===== src/multi_channel_timeout_table_macros.svh =====
// Assertion macros shared by the timeout table.
`ifndef MULTI_CHANNEL_TIMEOUT_TABLE_MACROS_SVH
`define MULTI_CHANNEL_TIMEOUT_TABLE_MACROS_SVH

// Checks that a condition holds on every clock edge outside reset.
`define MCTT_ASSERT_ALWAYS(label, clk, rst, cond) \
  label: assert property (@(posedge clk) disable iff (rst) (cond)) \
    else $error("assertion failed: label");

// Checks that a trigger implies a consequence in the same cycle.
`define MCTT_ASSERT_IMPLIES(label, clk, rst, trig, cons) \
  label: assert property (@(posedge clk) disable iff (rst) (trig) |-> (cons)) \
    else $error("assertion failed: label");

`endif


===== src/mctt_pkg.sv =====
`timescale 1ns / 1ps

package mctt_pkg;

  localparam int NUM_TIMERS_DEF = 16;
  localparam int TIME_BITS_DEF  = 48;
  localparam int MAX_RESULTS    = 16;
  localparam int CNT_W          = $clog2(MAX_RESULTS + 1);
  localparam int PERIOD_W       = 31;
  localparam int ID_W           = 4;

  localparam logic [1:0] REQ_ADD    = 2'd0;
  localparam logic [1:0] REQ_REMOVE = 2'd1;
  localparam logic [1:0] REQ_TICK   = 2'd2;

  localparam logic [1:0] STATUS_OK          = 2'd0;
  localparam logic [1:0] STATUS_ARMED       = 2'd1;
  localparam logic [1:0] STATUS_ZERO_PERIOD = 2'd2;

  typedef enum logic [1:0] {
    ST_IDLE,
    ST_SCAN,
    ST_FLUSH
  } state_t;

  // Commands broadcast from the controller to every cell.
  typedef struct packed {
    logic add;
    logic remove;
    logic start;
    logic go;
  } cell_ctl_t;

endpackage


===== src/mctt_ctrl.sv =====
`timescale 1ns / 1ps

module mctt_ctrl #(
  parameter int NUM_TIMERS = mctt_pkg::NUM_TIMERS_DEF,
  parameter int TIME_BITS  = mctt_pkg::TIME_BITS_DEF
) (
  input  logic                          clk,
  input  logic                          rst,
  input  logic                          in_valid,
  output logic                          in_stall,
  input  logic [1:0]                    req_type,
  input  logic [mctt_pkg::PERIOD_W-1:0] period_ms,
  input  logic                          one_shot,
  input  logic                          in_range,
  input  logic                          armed_sel,
  input  logic                          any_fire,
  output logic [TIME_BITS-1:0]          time_now,
  output mctt_pkg::cell_ctl_t           ctl,
  output logic                          out_valid,
  input  logic                          out_stall,
  output logic [1:0]                    status,
  output logic                          fired,
  output logic [mctt_pkg::ID_W-1:0]     fired_id,
  output logic                          last_result
);
  import mctt_pkg::*;

  localparam int IDX_W = (NUM_TIMERS > 1) ? $clog2(NUM_TIMERS) : 1;

  state_t               state, state_next;
  logic [TIME_BITS-1:0] time_now_next;
  logic [IDX_W-1:0]     idx, idx_next;
  logic [CNT_W-1:0]     cnt, cnt_next;
  logic                 pend_valid, pend_valid_next;
  logic [IDX_W-1:0]     pend_id, pend_id_next;
  logic                 out_valid_next;
  logic [1:0]           status_next;
  logic                 fired_next;
  logic [ID_W-1:0]      fired_id_next;
  logic                 last_result_next;
  logic                 out_free;
  logic                 accept;
  logic [1:0]           add_status;
  logic [IDX_W+ID_W-1:0] pend_ext;

  assign out_free = !out_valid || !out_stall;
  assign in_stall = !((state == ST_IDLE) && out_free);
  assign accept   = in_valid && !in_stall;
  assign pend_ext = {{ID_W{1'b0}}, pend_id};

  always_comb begin
    if (period_ms == '0 && !one_shot) begin
      add_status = STATUS_ZERO_PERIOD;
    end else if (armed_sel) begin
      add_status = STATUS_ARMED;
    end else begin
      add_status = STATUS_OK;
    end
  end

  always_ff @(posedge clk) begin
    if (rst) begin
      state      <= ST_IDLE;
      time_now   <= '0;
      pend_valid <= 1'b0;
      out_valid  <= 1'b0;
    end else begin
      state      <= state_next;
      time_now   <= time_now_next;
      pend_valid <= pend_valid_next;
      out_valid  <= out_valid_next;
    end
  end

  always_ff @(posedge clk) begin
    idx         <= idx_next;
    cnt         <= cnt_next;
    pend_id     <= pend_id_next;
    status      <= status_next;
    fired       <= fired_next;
    fired_id    <= fired_id_next;
    last_result <= last_result_next;
  end

  always_comb begin
    state_next       = state;
    time_now_next    = time_now;
    idx_next         = idx;
    cnt_next         = cnt;
    pend_valid_next  = pend_valid;
    pend_id_next     = pend_id;
    out_valid_next   = out_valid && out_stall;
    status_next      = status;
    fired_next       = fired;
    fired_id_next    = fired_id;
    last_result_next = last_result;
    ctl              = '0;

    case (state)
      ST_IDLE: begin
        if (accept) begin
          case (req_type)
            REQ_ADD: begin
              ctl.add          = in_range && (add_status == STATUS_OK);
              out_valid_next   = 1'b1;
              status_next      = in_range ? add_status : STATUS_OK;
              fired_next       = 1'b0;
              fired_id_next    = '0;
              last_result_next = 1'b1;
            end
            REQ_REMOVE: begin
              ctl.remove       = in_range;
              out_valid_next   = 1'b1;
              status_next      = STATUS_OK;
              fired_next       = 1'b0;
              fired_id_next    = '0;
              last_result_next = 1'b1;
            end
            REQ_TICK: begin
              ctl.start       = 1'b1;
              time_now_next   = time_now + 1'b1;
              idx_next        = '0;
              cnt_next        = '0;
              pend_valid_next = 1'b0;
              state_next      = ST_SCAN;
            end
            default: begin
              out_valid_next   = 1'b1;
              status_next      = STATUS_OK;
              fired_next       = 1'b0;
              fired_id_next    = '0;
              last_result_next = 1'b1;
            end
          endcase
        end
      end
      ST_SCAN: begin
        if (out_free) begin
          ctl.go = 1'b1;
          if (any_fire) begin
            if (pend_valid) begin
              out_valid_next   = 1'b1;
              status_next      = STATUS_OK;
              fired_next       = 1'b1;
              fired_id_next    = pend_ext[ID_W-1:0];
              last_result_next = 1'b0;
            end
            pend_valid_next = 1'b1;
            pend_id_next    = idx;
            cnt_next        = cnt + 1'b1;
          end
          if ((idx == IDX_W'(NUM_TIMERS - 1)) ||
              (any_fire && (cnt == CNT_W'(MAX_RESULTS - 1)))) begin
            state_next = ST_FLUSH;
          end else begin
            idx_next = idx + 1'b1;
          end
        end
      end
      ST_FLUSH: begin
        if (!pend_valid) begin
          state_next = ST_IDLE;
        end else if (out_free) begin
          out_valid_next   = 1'b1;
          status_next      = STATUS_OK;
          fired_next       = 1'b1;
          fired_id_next    = pend_ext[ID_W-1:0];
          last_result_next = 1'b1;
          pend_valid_next  = 1'b0;
          state_next       = ST_IDLE;
        end
      end
      default: begin
        state_next = ST_IDLE;
      end
    endcase
  end

endmodule


===== config.mk =====
export PLATFORM = sky130hd
export DESIGN_NAME = mctt_ctrl
export DESIGN_NICKNAME = d
export VERILOG_FILES = /design/src/multi_channel_timeout_table_macros.svh /design/src/mctt_pkg.sv /design/src/mctt_ctrl.sv
export SDC_FILE = /design/constraint.sdc
export NUM_CORES = 1
export LEC_CHECK = 0
export ABC_CLOCK_PERIOD_IN_PS = 5550
export BUFFER_PORTS_ARGS = -buffer_cell sky130_fd_sc_hd__buf_2
export CAP_MARGIN = 30
export CORE_UTILIZATION = 50
export DETAILED_ROUTE_END_ITERATION = 10
export GPL_TIMING_DRIVEN = 0
export HOLD_SLACK_MARGIN = 0.12
export PLACE_DENSITY_LB_ADDON = 0.15
export SETUP_SLACK_MARGIN = 0.1
export SLEW_MARGIN = 15
export SYNTH_ARGS = -nofsm -noshare
export SYNTH_HDL_FRONTEND = slang
export SYNTH_SLANG_ARGS = --single-unit

===== constraint.sdc =====
create_clock -name clk -period 5.55 [get_ports clk]
set_input_delay 0.8325 -clock clk [delete_from_list [all_inputs] [get_ports clk]]
set_output_delay 0.8325 -clock clk [all_outputs]
set_load 0.005 [all_outputs]

=== Word-level counts from Yosys, hierarchy flattened ===
Index checks and enable logic that the tools add are counted.

* Register bits after elaboration: 73
* Output and inout port bits: 62
* Word-level logic and storage cells: 127

* $add $sub $neg: 3
* Equality and inequality tests: 17
* Mux-type cells: 71
* Reductions and logical operators: 25

{| class="wikitable"
|+ Operator list
! kind !! count
|-
| $add A48 B1 Y48 const B || 1
|-
| $mux W4 || 11
|-
| $logic_not A31 Y1 || 1
|-
| $mux W1 || 31
|-
| $mux W2 || 13
|-
| $mux W5 || 4
|-
| $reduce_and A5 Y1 || 4
|-
| $ne A2 B2 Y1 const B || 9
|-
| $pmux W1 S3 || 4
|-
| $pmux W2 S3 || 2
|-
| $pmux W4 S3 || 1
|-
| $pmux W5 S2 || 1
|-
| $pmux W4 S2 || 1
|-
| $reduce_and A8 Y1 || 1
|-
| $logic_and A1 B1 Y1 || 6
|-
| $logic_not A2 Y1 || 3
|-
| $mux W3 || 2
|-
| $reduce_and A3 Y1 || 2
|-
| $add A5 B1 Y5 const B || 1
|-
| $eq A5 B4 Y1 const B || 1
|-
| $add A4 B1 Y4 const B || 1
|-
| $eq A2 B1 Y1 const B || 2
|-
| $eq A2 B2 Y1 const B || 2
|-
| $eq A4 B4 Y1 const B || 1
|-
| 7 further kinds || 11
|}

=== Depth between registers and ports, before layout ===
* Depth in word-level cells: 8
* Mapped depth: 10

=== Worst setup path before layout ===
Ideal clock, no wire load.

* Path kind: in2reg
* Start point: in out_stall
* End point: reg fired, enable pin
* Arrival: 2153 ps
* Data required time: 5164 ps
* Setup slack: 3011 ps
* Stages on the path: 4
* Buffers on the path: 1
* Cells stage by stage: and2_1 > clkbuf_1 > o31a_1 > a211oi_1

* Word-level cells in the longest chain between the ends: 6

{| class="wikitable"
|+ RTL lines
! what !! RTL line !! RTL
|-
| start, declared || mctt_ctrl.sv:20 || <nowiki>input logic out_stall,</nowiki>
|-
| $logic_not A1 Y1 (*) || mctt_ctrl.sv:46 || <nowiki>assign out_free = !out_valid || !out_stall;</nowiki>
|-
| $logic_or A1 B1 Y1 (*) || mctt_ctrl.sv:46 ||
|-
| $logic_and A1 B1 Y1 || mctt_ctrl.sv:47 || <nowiki>assign in_stall = !((state == ST_IDLE) && out_free);</nowiki>
|-
| $logic_and A1 B1 Y1 || mctt_ctrl.sv:48 || <nowiki>assign accept = in_valid && !in_stall;</nowiki>
|-
| $ne A2 B2 Y1 (no source line) || n/a ||
|-
| $reduce_and A8 Y1 (no source line) (*) || n/a ||
|-
| end signal, assigned || mctt_ctrl.sv:80 || <nowiki>fired <= fired_next;</nowiki>
|-
| end, declared || mctt_ctrl.sv:22 || <nowiki>output logic fired,</nowiki>
|}

Mark *: on every way between the ends. The rest lies on a longest branch, timed or not.
A chain may end at the register's enable or synchronous reset.

==> impl_metrics.ini <==
[floorplan]
die_area_sq_um = 7740
placementRows = 30
initial_core_util_pct = 52.94
die-width_microns = 87.98
top_level_ports = 103
die_height_microns = 87.98
core-area_sq_um = 6982

[detailed_routing]
postRouteWirelength_microns = 9029
pre_repair_dr_iteration_count = 4
initialDrtViolationCount = 167
via_density_per_instance = 5.675
route.detailed.drc = 0
route.vias.total = 3541
ant_nets = 0
drt-wirelength-per-cell_microns = 14.47

[placed_design]
dpl-instance-area_sq_um = 4327
post-dp-hpwl_microns = 6716
place_inst = 608
placement.io_buffers = 101
finalWeightedCongestion = 0.8551

[worst_setup_path]
cp.buffers_inverters = 5
worst_path_dominant_cell_family = buffers and inverters
crit_path_end_kind = output pin
path_cells = inv_1 > ha_1 > clkbuf_1 > inv_1 > clkbuf_1 > nor2_1 > buf_2
worst-endpoint-required_ns = 4.72
critical_path_class = flip-flop to output pin
crit_arrival_ns = 2.02
cp_slowest_cell = sky130_fd_sc_hd__dfxtp_1
timing.critical_path.from_type = flip-flop
rrSetupSlack_ns = 3.10
worst_path_largest_cell_delay_ns = 0.35
crit_path_max_fanout = 10

[synthesis]
synth_fp_nets = 460
synth_compound_area_share_pct = 11.75
synthesis.instances = 410
synth_edf_count = 21
synth_top_area_share_pct = 28.17
ys_top_cells_by_area = sky130_fd_sc_hd__dfxtp_1 (28%), sky130_fd_sc_hd__edfxtp_1 (17%), sky130_fd_sc_hd__a21oi_1 (4.6%)
synth-xor-area-share_pct = 5.450
syn-cell-area_sq_um = 3696
synth-simple-area-share_pct = 29.21
ys_async_sr_fraction_pct = 0
synthDistinctLibCells = 43
netlist.top_cell.by_area = sky130_fd_sc_hd__dfxtp_1
post_synth_fa_ha_maj_area_fraction_pct = 3.047
synth_flop_cell = sky130_fd_sc_hd__dfxtp_1
synth_seq_cells = 73
synth.area.mux_share_pct = 0.8463
synth_sequential_area_ratio_pct = 45.23
post_synth.cell_area_avg_sq_um = 9.015
ys_warn_count = 0
synth_top_family_by_area = simple AND/OR/NAND/NOR gates

[power_and_ir_drop]
power_density_nw_per_um2 = 333.2
switching_share_pct = 30.75
power_report.internal_total_uw = 1042
comb_power_share_pct = 25.7
seq_power_share_pct = 47.6
vdd_ir_drop_max_uv = 138.6
total_power_uw = 1504
power_switching_uw = 462.5
clockPowerShare_pct = 26.7
power_leakage_uw = 0.001729

[global_routing]
grt-ovfl-total = 0
first_global_vias = 3205
grt_max_degree = 12
global_route.usage.total_pct = 24.93
global_route_wire_length_before_repair_microns = 15160
antenna_violations_before_repair = 0

[final_layout]
drive_gt1_share_pct = 24.24
nets_finish = 573
design_area_sq_um = 4514
area_growth_syn_to_layout_pct = 22.14
fillerInstances = 615
final_cell_count_no_fill = 624
antennaDiodeCount = 0
post-route-util_pct = 64.66

[clock_tree]
worstSkewPairLatency_ns = 0.34
cts.clk_slew.worst_paths_ns = 0.07
clk_buf_depth = 2
postCtsSetupRepairBufs = 0
cts.hold.buffers_added = 0
clock-sinks = 73
postCtsResizedCells = 0
cts_made_buffers = 9
htree_num_levels = 3
tritoncts_clock_tree = built
cts_root_buffer = sky130_fd_sc_hd__clkbuf_8

[sta]
hold_violations = 0
setup-tns-final_ns = 0
relSlewSlack_pct = 56.29
layout_min_cycle_time_ns = 2.853
max_freq_mhz = 350.5
setup-violations-final = 0
max_slew.worst_pin.slew_ns = 0.6522
layout_worst_path_cycle_share_pct = 51.41
setup_repair_after_global_routing_missed_its_margin = no
drv_slew = 0
clock_skew_ns = 0.008803

[worst_hold_path]
min-delay-path-class = flip-flop to flip-flop

[run_status]
status = finished, final reports clean

[flow_run]
maxCapViolCount = 0
-- registers in the layout, indices dropped and copies added, names as in the netlist --
signal       flops
pend_valid       1
idx              4
cnt              5
out_valid        1
time_now        48
last_result      1
state            2
fired            1
pend_id          4
fired_id         4
status           2
-- final timing paths --
check                           cells after the start                      start                         to
worst max-delay path                                7      state[1]$_SDFFE_PP0P_                     ctl[0]
worst min-delay path                                2  time_now[47]$_SDFFE_PP0P_  time_now[47]$_SDFFE_PP0P_
worst max register to register                     10      state[0]$_SDFFE_PP0P_  time_now[44]$_SDFFE_PP0P_
worst min register to register                      2  time_now[47]$_SDFFE_PP0P_  time_now[47]$_SDFFE_PP0P_
-- power by group through the flow --
stage               Clock [uW]  Combinational [uW]  Sequential (uW)
detailed placement           0                 387              727
global placement             0                 369              724
floorplan                    0                 254              723
CTS                        407                 392              716
global route               433                 450              728
finish                     402                 387              715
-- layout by cell type, fill, tap and decap left out, drive strengths merged, types with 21 or more instances in the layout --
master / count
buf: 109
dfxtp: 52
nor2: 45
a21oi: 34
clkbuf: 27
nand2: 22
nand3: 21
or4: 21
edfxtp: 21
-- layout make-up --
type	instances	area, sq um	share of cell area [%]
Buffer	22	108.9	2.411
Clock buffer	12	145.1	3.215
Timing Repair Buffer	102	510.5	11.31
Multi-Input combinational cell	300	1859	41.19
Sequential cell	73	1672	37.03
Inverter	15	56.30	1.247
Tap cell	96	120.1	2.661
Clock inverter	4	42.54	0.9424
-- worst reg2reg max path: cells and delay by family (launching register included) --
family	cells	cell delay [ns]
AO/OA/AOI/OAI	2	0.40
adder cells (fa/ha/maj)	1	0.28
buffers and inverters	4	0.66
flip-flops	1	0.34
AND/OR/NAND/NOR	3	0.63
-- stage by stage --
step	hold WS [ns]	worst slack, ns
2_1_floorplan	0.4552	3.011
3_3_place_gp	0.4633	2.628
3_5_place_dp	0.4691	2.750
4_1_cts	0.4794	2.689
5_1_grt	0.4945	2.487
6_report	0.4853	2.697
-- layer usage --
metal	track usage, %	routed length, microns
met1	33.08	4040
met2	42.07	4472
met3	3.110	376
met4	8.197	140
met5	0	0
-- Yosys cell counts, drive strengths merged (2+ instances only) --
| master | n |
|---|---|
| and4 | 5 |
| ha | 9 |
| nor2b | 4 |
| a211oi | 2 |
| xor2 | 4 |
| o21ai | 8 |
| xnor2 | 19 |
| dfxtp | 52 |
| nor4 | 14 |
| or2 | 4 |
| a31oi | 2 |
| nand4 | 17 |
| a21oi | 34 |
| mux2i | 2 |
| nand3 | 21 |
| o22ai | 3 |
| inv | 15 |
| nand2 | 22 |
| o31ai | 19 |
| and2 | 11 |
| or4 | 21 |
| nor2 | 45 |
| nor3 | 10 |
| clkbuf | 15 |
| or3 | 9 |
| edfxtp | 21 |
| buf | 7 |
| and3 | 6 |
-- kinds of logic after synthesis --
group,Yosys count
mux,3
xor+xnor,23
flops,73
buf+inv,37
compound gates,72
simple gates,193
fa+ha+maj,9
Power figures use the tool's default switching activity.
