## src/multi_channel_timeout_table_macros.svh

```systemverilog
// Assertion macros shared by the timeout table.
`ifndef MULTI_CHANNEL_TIMEOUT_TABLE_MACROS_SVH
`define MULTI_CHANNEL_TIMEOUT_TABLE_MACROS_SVH

// Checks that a condition holds on every clock edge outside reset.
`define MCTT_ASSERT_ALWAYS(label, clk, rst, cond) \
  label: assert property (@(posedge clk) disable iff (rst) (cond)) \
    else $error("assertion failed: label");

// Checks that a trigger implies a consequence in the same cycle.
`define MCTT_ASSERT_IMPLIES(label, clk, rst, trig, cons) \
  label: assert property (@(posedge clk) disable iff (rst) (trig) |-> (cons)) \
    else $error("assertion failed: label");

`endif

```

## src/mctt_pkg.sv

```systemverilog
`timescale 1ns / 1ps

package mctt_pkg;

  localparam int NUM_TIMERS_DEF = 16;
  localparam int TIME_BITS_DEF  = 48;
  localparam int MAX_RESULTS    = 16;
  localparam int CNT_W          = $clog2(MAX_RESULTS + 1);
  localparam int PERIOD_W       = 31;
  localparam int ID_W           = 4;

  localparam logic [1:0] REQ_ADD    = 2'd0;
  localparam logic [1:0] REQ_REMOVE = 2'd1;
  localparam logic [1:0] REQ_TICK   = 2'd2;

  localparam logic [1:0] STATUS_OK          = 2'd0;
  localparam logic [1:0] STATUS_ARMED       = 2'd1;
  localparam logic [1:0] STATUS_ZERO_PERIOD = 2'd2;

  typedef enum logic [1:0] {
    ST_IDLE,
    ST_SCAN,
    ST_FLUSH
  } state_t;

  // Commands broadcast from the controller to every cell.
  typedef struct packed {
    logic add;
    logic remove;
    logic start;
    logic go;
  } cell_ctl_t;

endpackage

```

## src/mctt_cell.sv

```systemverilog
`timescale 1ns / 1ps

module mctt_cell #(
  parameter int TIME_BITS = mctt_pkg::TIME_BITS_DEF
) (
  input  logic                          clk,
  input  logic                          rst,
  input  mctt_pkg::cell_ctl_t           ctl,
  input  logic                          sel,
  input  logic [TIME_BITS-1:0]          time_now,
  input  logic [mctt_pkg::PERIOD_W-1:0] period_ms,
  input  logic                          one_shot,
  input  logic                          tok_in,
  output logic                          tok,
  output logic                          armed,
  output logic                          fire
);
  import mctt_pkg::*;

  logic [TIME_BITS-1:0] base_time;
  logic [PERIOD_W-1:0]  period_len;
  logic                 fires_once;
  logic [TIME_BITS-1:0] elapsed;
  logic [TIME_BITS-1:0] period_ext;
  logic                 due;

  assign period_ext = {{(TIME_BITS - PERIOD_W){1'b0}}, period_len};
  assign elapsed    = time_now - base_time;
  assign due        = armed && (elapsed >= period_ext);
  assign fire       = tok && due && ctl.go;

  always_ff @(posedge clk) begin
    if (rst) begin
      armed <= 1'b0;
      tok   <= 1'b0;
    end else begin
      if (ctl.start || ctl.go) begin
        tok <= tok_in;
      end
      if (ctl.add && sel) begin
        armed <= 1'b1;
      end else if (ctl.remove && sel) begin
        armed <= 1'b0;
      end else if (fire && fires_once) begin
        armed <= 1'b0;
      end
    end
  end

  always_ff @(posedge clk) begin
    if (ctl.add && sel) begin
      base_time  <= time_now;
      period_len <= period_ms;
      fires_once <= one_shot;
    end else if (fire && !fires_once) begin
      base_time <= base_time + period_ext;
    end
  end

endmodule

```

## config.mk

```make
export PLATFORM = sky130hd
export DESIGN_NAME = mctt_cell
export DESIGN_NICKNAME = d
export VERILOG_FILES = /design/src/multi_channel_timeout_table_macros.svh /design/src/mctt_pkg.sv /design/src/mctt_cell.sv
export SDC_FILE = /design/constraint.sdc
export NUM_CORES = 1
export LEC_CHECK = 0
export BUFFER_PORTS_ARGS = -buffer_cell sky130_fd_sc_hd__clkbuf_2
export CELL_PAD_IN_SITES_DETAIL_PLACEMENT = 1
export CELL_PAD_IN_SITES_GLOBAL_PLACEMENT = 2
export CORE_MARGIN = 8
export CORE_UTILIZATION = 38
export CTS_BUF_LIST = sky130_fd_sc_hd__clkbuf_4
export CTS_CLUSTER_SIZE = 8
export DETAILED_ROUTE_END_ITERATION = 10
export GPL_TIMING_DRIVEN = 0
export PLACE_DENSITY = 0.95
export SYNTH_ARGS = -nofsm -noshare
export SYNTH_HDL_FRONTEND = slang
export SYNTH_SLANG_ARGS = --single-unit
```

## constraint.sdc

```tcl
create_clock -name clk -period 11.8 [get_ports clk]
set_input_delay 1.77 -clock clk [delete_from_list [all_inputs] [get_ports clk]]
set_output_delay 1.77 -clock clk [all_outputs]
set_load 0.1 [all_outputs]
```

**After elaboration in Yosys (flattened, before gate mapping)**

Cells that the tools add are included.
W data, S select, Z words.

- $add $sub $neg: 2
- Reduce and logical (&&, ||, !) cells: 11
- Multiplexer cells: 5
- $lt $le $gt $ge: 1

Operator list:

| operator | number |
|---|---|
| $mux W48 | 2 |
| $add A48 B31 Y48 | 1 |
| $ge A48 B31 Y1 | 1 |
| $sub A48 B48 Y48 | 1 |
| $logic_and A1 B1 Y1 | 7 |
| $mux W1 | 3 |
| $reduce_bool A3 Y1 | 1 |
| $reduce_bool A2 Y1 | 1 |
| $logic_not A1 Y1 | 1 |
| $logic_or A1 B1 Y1 | 1 |

- Output and inout port bits: 3
- Input port bits: 88
- Register bits: 82

**Logic depth before layout (Yosys ltp)**

Gate-level depths: netlist of run 1.

- Depth in word-level cells: 9
- Mapped depth: 24
- Depth with buffers taken out: 24

**Worst setup path after synthesis of run 1**

OpenSTA, ideal clock, no wires.

- Kind: input to register
- From: input time_now[0]
- To: register base_time[0], enable pin
- Path buffers: 0
- Setup time: 0.525 ns
- Stages: 24
- Arrival time: 8.663 ns
- Setup slack: 2.611 ns
- Data required time: 11.275 ns
- Cells stage by stage: inv_1 > ha_1 > inv_1 > fa_1 > a211oi_2 > o21ai_2 > a21oi_4 > o21a_4 > nor2_4 > nand4_1 > nand2_1 > a21oi_1 > xnor2_1 > ha_1 > nand4_1 > nor4_1 > o211ai_1 > a31oi_1 > o221ai_1 > o2111ai_1 > a2111oi_4 > o2111ai_2 > nor4_2 > o31ai_1

- Cells in the longest elaborated chain, start to end: 7

Ends and longest elaborated chain:

| item | line | RTL |
|---|---|---|
| start: declaration | mctt_cell.sv:10 | `input logic [TIME_BITS-1:0] time_now,` |
| $sub A48 B48 Y48 | mctt_cell.sv:28 | `assign elapsed = time_now - base_time;` |
| $ge A48 B31 Y1 | mctt_cell.sv:29 | `assign due = armed && (elapsed >= period_ext);` |
| $logic_and A1 B1 Y1 | mctt_cell.sv:29 |  |
| $logic_and A1 B1 Y1 (2 in series) | mctt_cell.sv:30 | `assign fire = tok && due && ctl.go;` |
| $logic_and A1 B1 Y1 | mctt_cell.sv:55 | `end else if (fire && !fires_once) begin` |
| $reduce_bool A2 Y1 (no line) | -- |  |
| end signal: assignment | mctt_cell.sv:52 | `base_time <= time_now;` |
| end signal: assignment | mctt_cell.sv:56 | `base_time <= base_time + period_ext;` |
| end: declaration | mctt_cell.sv:20 | `logic [TIME_BITS-1:0] base_time;` |

No other way between the ends.
A chain may end at the register's enable or synchronous reset.

**Worst setup path in the final report of run 1**

- From: input time_now[0]
- To: output fire

- Cells in the longest elaborated chain, start to end: 5

Ends and longest elaborated chain:

| item | line | RTL |
|---|---|---|
| $sub A48 B48 Y48 | mctt_cell.sv:28 |  |
| $ge A48 B31 Y1 | mctt_cell.sv:29 |  |
| $logic_and A1 B1 Y1 | mctt_cell.sv:29 |  |
| $logic_and A1 B1 Y1 (2 in series) | mctt_cell.sv:30 |  |
| end: declaration | mctt_cell.sv:16 | `output logic fire` |

No other way between the ends.

==> impl_results.md, run 1 <==
- Global-route usage over all layers: 0.1950
- CTS HTree Levels: 3
- Yosys warns: 0
- GP Congestion: 0.8634
- Post-synth ARST share: 0
- Initial drt markers: about 380
- Routed wire length: 27740 um
- Status: finished clean
- CTS sink cnt: slightly above 80
- CP required: around 10 ns
- Kind of cell adding the most delay to the critical path: compound AO/OA/AOI/OAI gates
- Final hold violation count: 0
- Pwr per Cell Area: approximately 110 mW/mm2
- Hpwl dp: 22870 um
- Slew Viols, Final: 0
- Worst slew margin: 0.3771
- Synth top area share: 0.2689
- CTS tree: done
- Initial antenna violation count: 1
- Maxcap violations: 0
- Die area: between 0.02 and 0.03 mm2
- Synth-to-Final Area Change: 11.90%
- CTS Buf Count: 9
- Clk buf depth: 2
- Worst Hold Class: flop to flop
- TNS Setup: 0 ns
- Vias post-DR: just over 8000
- Netlist cell types: 89
- Syn Nets: 1261
- Die Span Y: around 170 um
- P_leak: roughly 4.3 nW
- CTS Hold Bufs: 0
- Post-synth top area cell: edfxtp_1
- Setup bufs post-CTS: 0
- Vias/cell: around 5.5
- Minimum clock period: between 8 and 9 ns
- Setup crit start kind: input port
- Fmax: 0.1130 GHz
- IO Pins: 91
- Die extent in x: about 170 um
- # port buffers: 90
- Main flop type after synthesis: edfxtp_1
- Mean Syn Cell Area: roughly 8.4 um2
- Antenna violation net count after detailed routing: 0
- Kind of critical path: input port to output port
- Worst-Margin Slew: ~0.93 ns
- Root buffer cell: clkbuf_4
- GRT overflow: 0
- Maximum VDD drop: 59.73 uV
- Core area: 0.02326 mm2
- RSZ-0062 raised after global routing: no
- Pre-CTS WS: just under 3 ns
- Mapped Area: 0.008934 mm2
- Final critical-path share of the clock period: 0.7497
- Vias in the first global route: 8854
- Crit path DAT: approximately 7 ns
- CP endpoint kind: output port
- Core Rows: 56
- First-pass GRT wire length: 45170 um
- Commonest cells after routing, fill and taps aside: ha_1 (109), a21oi_1 (108), nand2_1 (99)
- Worst skew pair latency: approximately 0.53 ns
- Slowest cell on crit path: a2111oi_0
- DRC: 0
- Drt wl/cell: between 15 and 20 um
- Pre-antenna DRT Iters: 4
- Commonest non-fill, non-tap cell in the layout: ha_1
- Top cells by area, synth: edfxtp_1 (27%), ha_1 (15%), a21oi_1 (6.1%), xnor2_1 (4.2%), nand2_1 (4.2%)
- Worst Skew: 0.03497 ns
- Starting density of the core: 0.3840
- Buf/Inv on CP: 4
- Hold WS: about 0.49 ns
- Fraction of layout cells with a size suffix above 1: 0.1477
- Post-synthesis sequential area ratio: 0.2734
- Post-CTS Resized: 0
- Slowest cell delay on critical path: slightly below 0.5 ns
- Worst-path maximum fanout: 8
- Layout Nets: around 1400
- Final worst setup slack: between 2 and 3 ns
- Post-Synthesis Cells: about 1100
- Largest net degree at the start of global routing: 27
- Final setup fails: 0
- Worst-path clk slew: 0.16 ns
- Flops & latches, synth: 82
- Number of synthesized flops with an enable pin: 80
## path summary, 6_finish.rpt
path                            slack (ns)  depth (start not counted)          from            end
worst max-delay path                  2.95                         26   time_now[0]           fire
worst min-delay path                  0.49                          2           tok            tok
worst max register to register        5.57                         22  base_time[5]  base_time[22]
worst min register to register        0.49                          2           tok            tok
## synth_stat cells, types with 3 or more instances
library cell / number
a21boi_0: 5
nand4_1: 25
nor3_1: 19
and2_1: 4
or3_1: 12
buf_2: 15
nand2_1: 99
nor2_1: 80
edfxtp_1: 80
a21oi_1: 108
o211ai_1: 11
o21ai_1: 17
a21o_1: 32
and4_1: 4
o22ai_1: 3
clkbuf_1: 14
a211oi_1: 4
o21ai_0: 62
xnor2_1: 43
a211o_1: 3
a21oi_2: 7
nand2b_1: 8
and3_1: 12
nor2b_1: 12
xor2_1: 28
ha_1: 109
a31oi_1: 19
o31ai_1: 11
o21bai_1: 9
inv_1: 94
nor3_2: 5
nand3_1: 19
o21ai_2: 4
o21a_1: 15
## worst reg2reg max path, delay by kind of cell, from the launching register on
family          cells  cell delay (ns)
compound gates     11             2.79
xor+xnor            1             0.16
fa+ha+maj           2             0.67
buf+inv             2             0.34
flops               1             0.40
simple gates        6             1.52
## sequential cells by signal, indices dropped and copies added (netlist names)
register	count
fires_once	1
armed	1
base_time	48
tok	1
period_len	31
## layer usage
metal	wire, um	vias to the layer above	GRT usage
met5	0	-	0
met4	541	0	0.06156
met3	955	35	0.02815
met2	13180	126	0.3326
met1	13070	3921	0.2502
li1	-	4094	-
## per-stage QoR
stage,cell area (um2),total power [mW],cells,util
global route,9997,1.208,1491,0.4298
detailed placement,9848,0.9404,1474,0.4234
global placement,9783,0.9222,1471,0.4206
floorplan,8934,0.7877,1062,-
finish,9997,1.128,1491,0.4298
CTS,9995,1.134,1490,0.4296
## cell type report
class | count | area [um2]
fillers | 2883 | 13270
multi-input cells | 853 | 5991
flip-flops and latches | 82 | 2442
repair buffers | 93 | 500.5
well taps | 319 | 399.1
inverters | 94 | 352.8
plain buffers | 33 | 162.7
clock inverters | 7 | 78.83
clock buffers | 9 | 67.56
diodes | 1 | 2.502
## power by group
part	internal, mW	total, mW	switching (mW)	leakage, nW
clock network	0.0661	0.190	0.124	0.0740
logic	0.227	0.569	0.342	3.44
registers	0.353	0.369	0.0154	0.767
total	0.647	1.13	0.482	4.28
## cell families after synthesis
kind of cell	after synthesis	share of synthesized area
flip-flops	82	0.2734
XOR/XNOR	71	0.06961
buffers and inverters	127	0.05756
AO/OA/AOI/OAI	348	0.2604
adder cells (fa/ha/maj)	111	0.1571
multiplexers	4	0.004762
AND/OR/NAND/NOR	319	0.1772
(Power assumes the default switching activity.)
==> inputs of run 2 (changes only) <==
==> constraint.sdc (replaced) <==
create_clock -name clk -period 8.65 [get_ports clk]
set_input_delay 1.2975 -clock clk [delete_from_list [all_inputs] [get_ports clk]]
set_output_delay 1.2975 -clock clk [all_outputs]
set_load 0.1 [all_outputs]
==> run 2 against run 1 <==
Effect of this change:
- non-clock buffer count up 1
- wire length grew 2.8%
- hold slack lost 0.0015 ns
- largest power group unchanged
- sequential power grew 36%
- highest routed layer unchanged
- global-route usage is 0.65 points higher
- power grew 39%
- cell count about the same
- combinational power rose by 37%
- via count grew 0.92%
==> impl_results.md, run 2 (synthesis results as in run 1) <==
- CP required: 7.35 ns
- Post-route insts no fill: about 1500
- IO Pins: a little over 90
- CTS tree: done
- Status: finished clean
- Clk pwr share: 0.182
- # port buffers: 90
- Final setup fails: 0
- CTS Buf Count: 9
- Post-CTS Resized: 0
- Die area: roughly 0.029 mm2
- Pre-antenna DRT Iters: 5
- Worst-path maximum fanout: 8
- Commonest non-fill, non-tap cell in the layout: ha_1
- Antenna violation net count after detailed routing: 0
- Fmax: 0.1264 GHz
- Slew Viols, Final: 0
- Vias/cell: roughly 5.5
- Initial drt markers: ~420
- Vias in the first global route: 8938
- Maximum VDD drop: roughly 66 uV
- Clk buf depth: 2
- Routed wire length: 28510 um
- Setup bufs post-CTS: 0
- Setup crit start kind: input port
- Sw Pwr: around 660 uW
- RSZ-0062 raised after global routing: no
- Worst slew margin: 0.4499
- Kind of critical path: input port to output port
- Largest net degree at the start of global routing: 25
- Worst-Margin Slew: between 0.8 and 0.9 ns
- Starting density of the core: 0.3840
- P_leak: 4.297 nW
- CTS sink cnt: 82
- Synth-to-Final Area Change: 12.32%
- Core Rows: 56
- Layout Nets: 1366
- First-pass GRT wire length: around 46000 um
- Top Registers: base_time: 48 flops, period_len: 31 flops
- CP endpoint kind: output port
- DR WL met3: 906 um
- Fraction of layout cells with a size suffix above 1: 0.1485
- Vias post-DR: between 8000 and 9000
- Global-route usage over all layers: 0.2015
- Worst Hold Class: flop to flop
- Initial antenna violation count: 1
- Seq pwr share: 0.321
- Worst skew pair latency: roughly 0.50 ns
- Combinational Power Share: 0.497
- Core Util, Final: 0.4314
- Drt wl/cell: 19.11 um
- DRC: 0
- Final hold violation count: 0
- Die extent in x: about 170 um
- Hpwl dp: between 20000 and 25000 um
- Commonest cells after routing, fill and taps aside: ha_1 (109), a21oi_1 (108), nand2_1 (99)
- CTS Hold Bufs: 0
- Top reg by flops: base_time
- Worst Skew: 0.03619 ns
- DRT met1 WL: around 13000 um
- Cell count after placement: 1475
- Final critical-path share of the clock period: 0.9146
- Met2 wire length: around 14000 um
- Core area: around 0.023 mm2
- Pint: 911.0 uW
- Die Span Y: about 170 um
- Minimum clock period: about 8 ns
- GP Congestion: 0.9324
- GRT overflow: 0
- Worst-path clk slew: around 0.13 ns
- Maxcap violations: 0
- Highest routed metal layer: met4
- Sw frac: 0.4191
- CTS HTree Levels: 3
- Max reg flops: 48
- Crit path DAT: ~6.6 ns
- Root buffer cell: clkbuf_4
- Pwr per Cell Area: 156.3 mW/mm2
[run 2: changes by cell type in the layout (fill, tap and decap cells not counted), sizes merged]
cell,change
buf,+1
bufinv,+1
clkinv,-1
[run 2: area by class of cell]
class	count	area [um2]
inverters	94	352.8
plain buffers	33	162.7
well taps	319	399.1
clock buffers	9	67.56
fillers	2885	13230
repair buffers	94	515.5
clock inverters	7	101.3
multi-input cells	853	5991
diodes	1	2.502
flip-flops and latches	82	2442
[run 2: final timing paths]
| kind | startpoint | endpoint | slack [ns] | depth (start not counted) |
|---|---|---|---|---|
| max | time_now[0] | fire | 0.74 | 26 |
| min | tok | tok | 0.49 | 2 |
| max reg2reg | base_time[6] | base_time[19] | 2.52 | 22 |
| min reg2reg | tok | tok | 0.49 | 2 |
[run 2: layer usage]
layer / vias to the layer above / global-route usage
met3: 32 / 0.02675
met2: 129 / 0.3551
met4: 0 / 0.05771
met1: 3992 / 0.2529
li1: 4098 / -
met5: - / 0
[run 2: power by group through the flow]
stage	Sequential, mW	Clock [mW]	Combinational, mW
2_1_floorplan	0.509	0	0.566
3_5_place_dp	0.512	0	0.775
5_1_grt	0.507	0.306	0.873
3_3_place_gp	0.513	0	0.746
6_report	0.503	0.285	0.780
4_1_cts	0.503	0.297	0.782
[run 2: critical path, cell delays in order]
cell	delay, ns
clkbuf_2	0.08
inv_1	0.07
ha_1	0.18
inv_1	0.06
fa_1	0.43
a211oi_2	0.24
o21ai_2	0.14
a21oi_4	0.21
o21a_4	0.21
nor2_4	0.08
nand4_1	0.12
nand2_1	0.06
a21oi_1	0.17
xnor2_1	0.15
ha_1	0.28
a21oi_1	0.15
nand2_1	0.08
a2111oi_0	0.42
o211ai_1	0.19
o221ai_1	0.34
o2111ai_1	0.23
a2111oi_4	0.28
o2111ai_2	0.21
nor4_2	0.43
nor2_1	0.10
clkbuf_2	0.39
[run 2: per-stage QoR]
step                      hold WS [ns]  power (mW)  setup TNS (ns)  setup WS (ns)  area (um2)
after global placement          0.4698       1.259          -72.26         -1.509        9788
after floorplan                 0.5912       1.074               0          1.437        8939
after CTS                       0.4948       1.582               0         0.7368       10030
after detailed placement        0.4777       1.287               0         0.7350        9863
final                           0.4919       1.568               0         0.7385       10030
after global routing            0.5201       1.686               0         0.3910       10030
==> inputs of run 3 (changes only) <==
--- a/config.mk
+++ b/config.mk
@@ -15,6 +15,7 @@
 export DETAILED_ROUTE_END_ITERATION = 10
 export GPL_TIMING_DRIVEN = 0
 export PLACE_DENSITY = 0.95
+export RECOVER_POWER = 25
 export SYNTH_ARGS = -nofsm -noshare
 export SYNTH_HDL_FRONTEND = slang
 export SYNTH_SLANG_ARGS = --single-unit
==> run 3 against run 2 <==
Effect of this change:
- clock power barely moved
- combinational power barely moved
- clock skew barely moved
- clock-buffer cell count did not move
- sequential share of layout area barely moved
- die area did not move
- cell count did not move
- register-to-register slack improved by 0.02 ns
- critical path type unchanged
- critical endpoint unchanged
==> impl_results.md, run 3 (synthesis results as in run 1) <==
- Status: finished clean
- Hpwl dp: 23640 um
- Final critical-path share of the clock period: 0.9162
- Clk pwr share: 0.182
- Worst-path clk slew: between 0.1 and 0.15 ns
- Die area: 0.02867 mm2
- CTS sink cnt: between 80 and 90
- CTS Buf Count: 9
- Worst-Margin Slew: approximately 1.2 ns
- Kind of critical path: input port to output port
- Vias in the first global route: approximately 8900
- Worst skew pair latency: approximately 0.50 ns
- GP Congestion: ~0.93
- Vias/cell: between 5 and 6
- Pre-antenna DRT Iters: 5
- Core area: 0.02326 mm2
- Commonest non-fill, non-tap cell in the layout: ha_1
- Sw frac: 0.4196
- CTS Hold Bufs: 0
- First-pass GRT wire length: between 40000 and 50000 um
- Initial antenna violation count: 1
- Synth-to-Final Area Change: 12.28%
- Routed wire length: about 29000 um
- Post-CTS Resized: 0
- Minimum clock period: between 7 and 8 ns
- Final hold violation count: 0
- Layout Nets: ~1400
- Clk buf depth: 2
- Slowest cell on crit path: nor4_2
- Antenna violation net count after detailed routing: 0
- P_leak: about 4.3 nW
- Setup crit start kind: input port
- Combinational Power Share: 0.497
- Top Registers: base_time: 48 flops, period_len: 31 flops
- Drt wl/cell: approximately 19 um
- Die extent in x: 169.3 um
- Sw Pwr: approximately 660 uW
- Hold WS: 0.4912 ns
- Worst Hold Class: flop to flop
- Top reg by flops: base_time
- Design Power: between 1.5 and 2 mW
- Maximum VDD drop: 66.05 uV
- Final setup fails: 0
- Largest net degree at the start of global routing: 25
- Max reg flops: 48
- CTS tree: done
- Starting density of the core: 0.3840
- Fraction of layout cells with a size suffix above 1: 0.1459
- Vias post-DR: around 8300
- Seq pwr share: 0.321
- # port buffers: 90
- Placed Area: 0.009863 mm2
- Maxcap violations: 0
- Slew Viols, Final: 0
- Pwr per Cell Area: approximately 160 mW/mm2
- Core Rows: 56
- Setup bufs post-CTS: 0
- Slowest cell delay on critical path: between 0.4 and 0.5 ns
- Worst Skew: around 0.036 ns
- CP required: about 7.4 ns
- Fillers: about 2900
- Root buffer cell: clkbuf_4
- CP endpoint kind: output port
- Pint: a little over 900 uW
- Crit path DAT: approximately 6.6 ns
- Post-route cell area: 0.01003 mm2
- GRT overflow: 0
- CTS HTree Levels: 3
- RSZ-0062 raised after global routing: no
- Fmax: 0.1262 GHz
- Worst slew margin: 0.1975
- Global-route usage over all layers: 0.2015
- DRC: 0
- IO Pins: ~90
- Die Span Y: roughly 170 um
- Initial drt markers: between 300 and 400
- Commonest cells after routing, fill and taps aside: ha_1 (109), a21oi_1 (108), nand2_1 (99)
- Worst-path maximum fanout: 8
[run 3: critical path, delay by kind of cell]
family | cells | cell delay (ns)
buffers and inverters | 4 | 0.60
XOR/XNOR | 1 | 0.15
AND/OR/NAND/NOR | 6 | 0.88
adder cells (fa/ha/maj) | 3 | 0.88
AO/OA/AOI/OAI | 12 | 2.81
[run 3: path summary, 6_finish.rpt]
| check | from | endpoint | slack, ns | depth (start not counted) |
|---|---|---|---|---|
| worst max-delay path | time_now[0] | fire | 0.72 | 26 |
| worst min-delay path | tok | tok | 0.49 | 2 |
| worst max register to register | base_time[6] | base_time[19] | 2.54 | 22 |
| worst min register to register | tok | tok | 0.49 | 2 |
[run 3: stage by stage]
step                        util  TNS (ns)  setup slack (ns)  cells
after floorplan                -         0             1.437   1062
after global placement    0.4208    -72.26            -1.509   1471
after detailed placement  0.4240         0            0.7350   1475
after CTS                 0.4313         0            0.7368   1491
after global routing      0.4312         0            0.3910   1492
final                     0.4312         0            0.7248   1492
[run 3: power groups by stage]
stage | clock, mW | sequential (mW) | combinational (mW)
after CTS | 0.297 | 0.503 | 0.782
final | 0.286 | 0.503 | 0.780
after floorplan | 0 | 0.509 | 0.566
after global placement | 0 | 0.513 | 0.746
after detailed placement | 0 | 0.512 | 0.775
after global routing | 0.306 | 0.507 | 0.873
[run 3: area by class of cell]
cell class / instances / area, um2 / area share
flip-flops and latches: 82 / 2442 / 0.2435
plain buffers: 33 / 161.4 / 0.01609
multi-input cells: 853 / 5991 / 0.5972
clock buffers: 9 / 67.56 / 0.006736
inverters: 94 / 352.8 / 0.03518
repair buffers: 94 / 513.0 / 0.05114
clock inverters: 7 / 101.3 / 0.01010
diodes: 1 / 2.502 / 0.0002495
well taps: 319 / 399.1 / 0.03979
[run 3: metal layers]
layer / vias up / track usage / wire length, um
li1: 4095 / - / -
met1: 4013 / 0.2529 / 13130
met2: 132 / 0.3551 / 14000
met3: 32 / 0.02675 / 912
met4: 0 / 0.05771 / 507
met5: - / 0 / 0
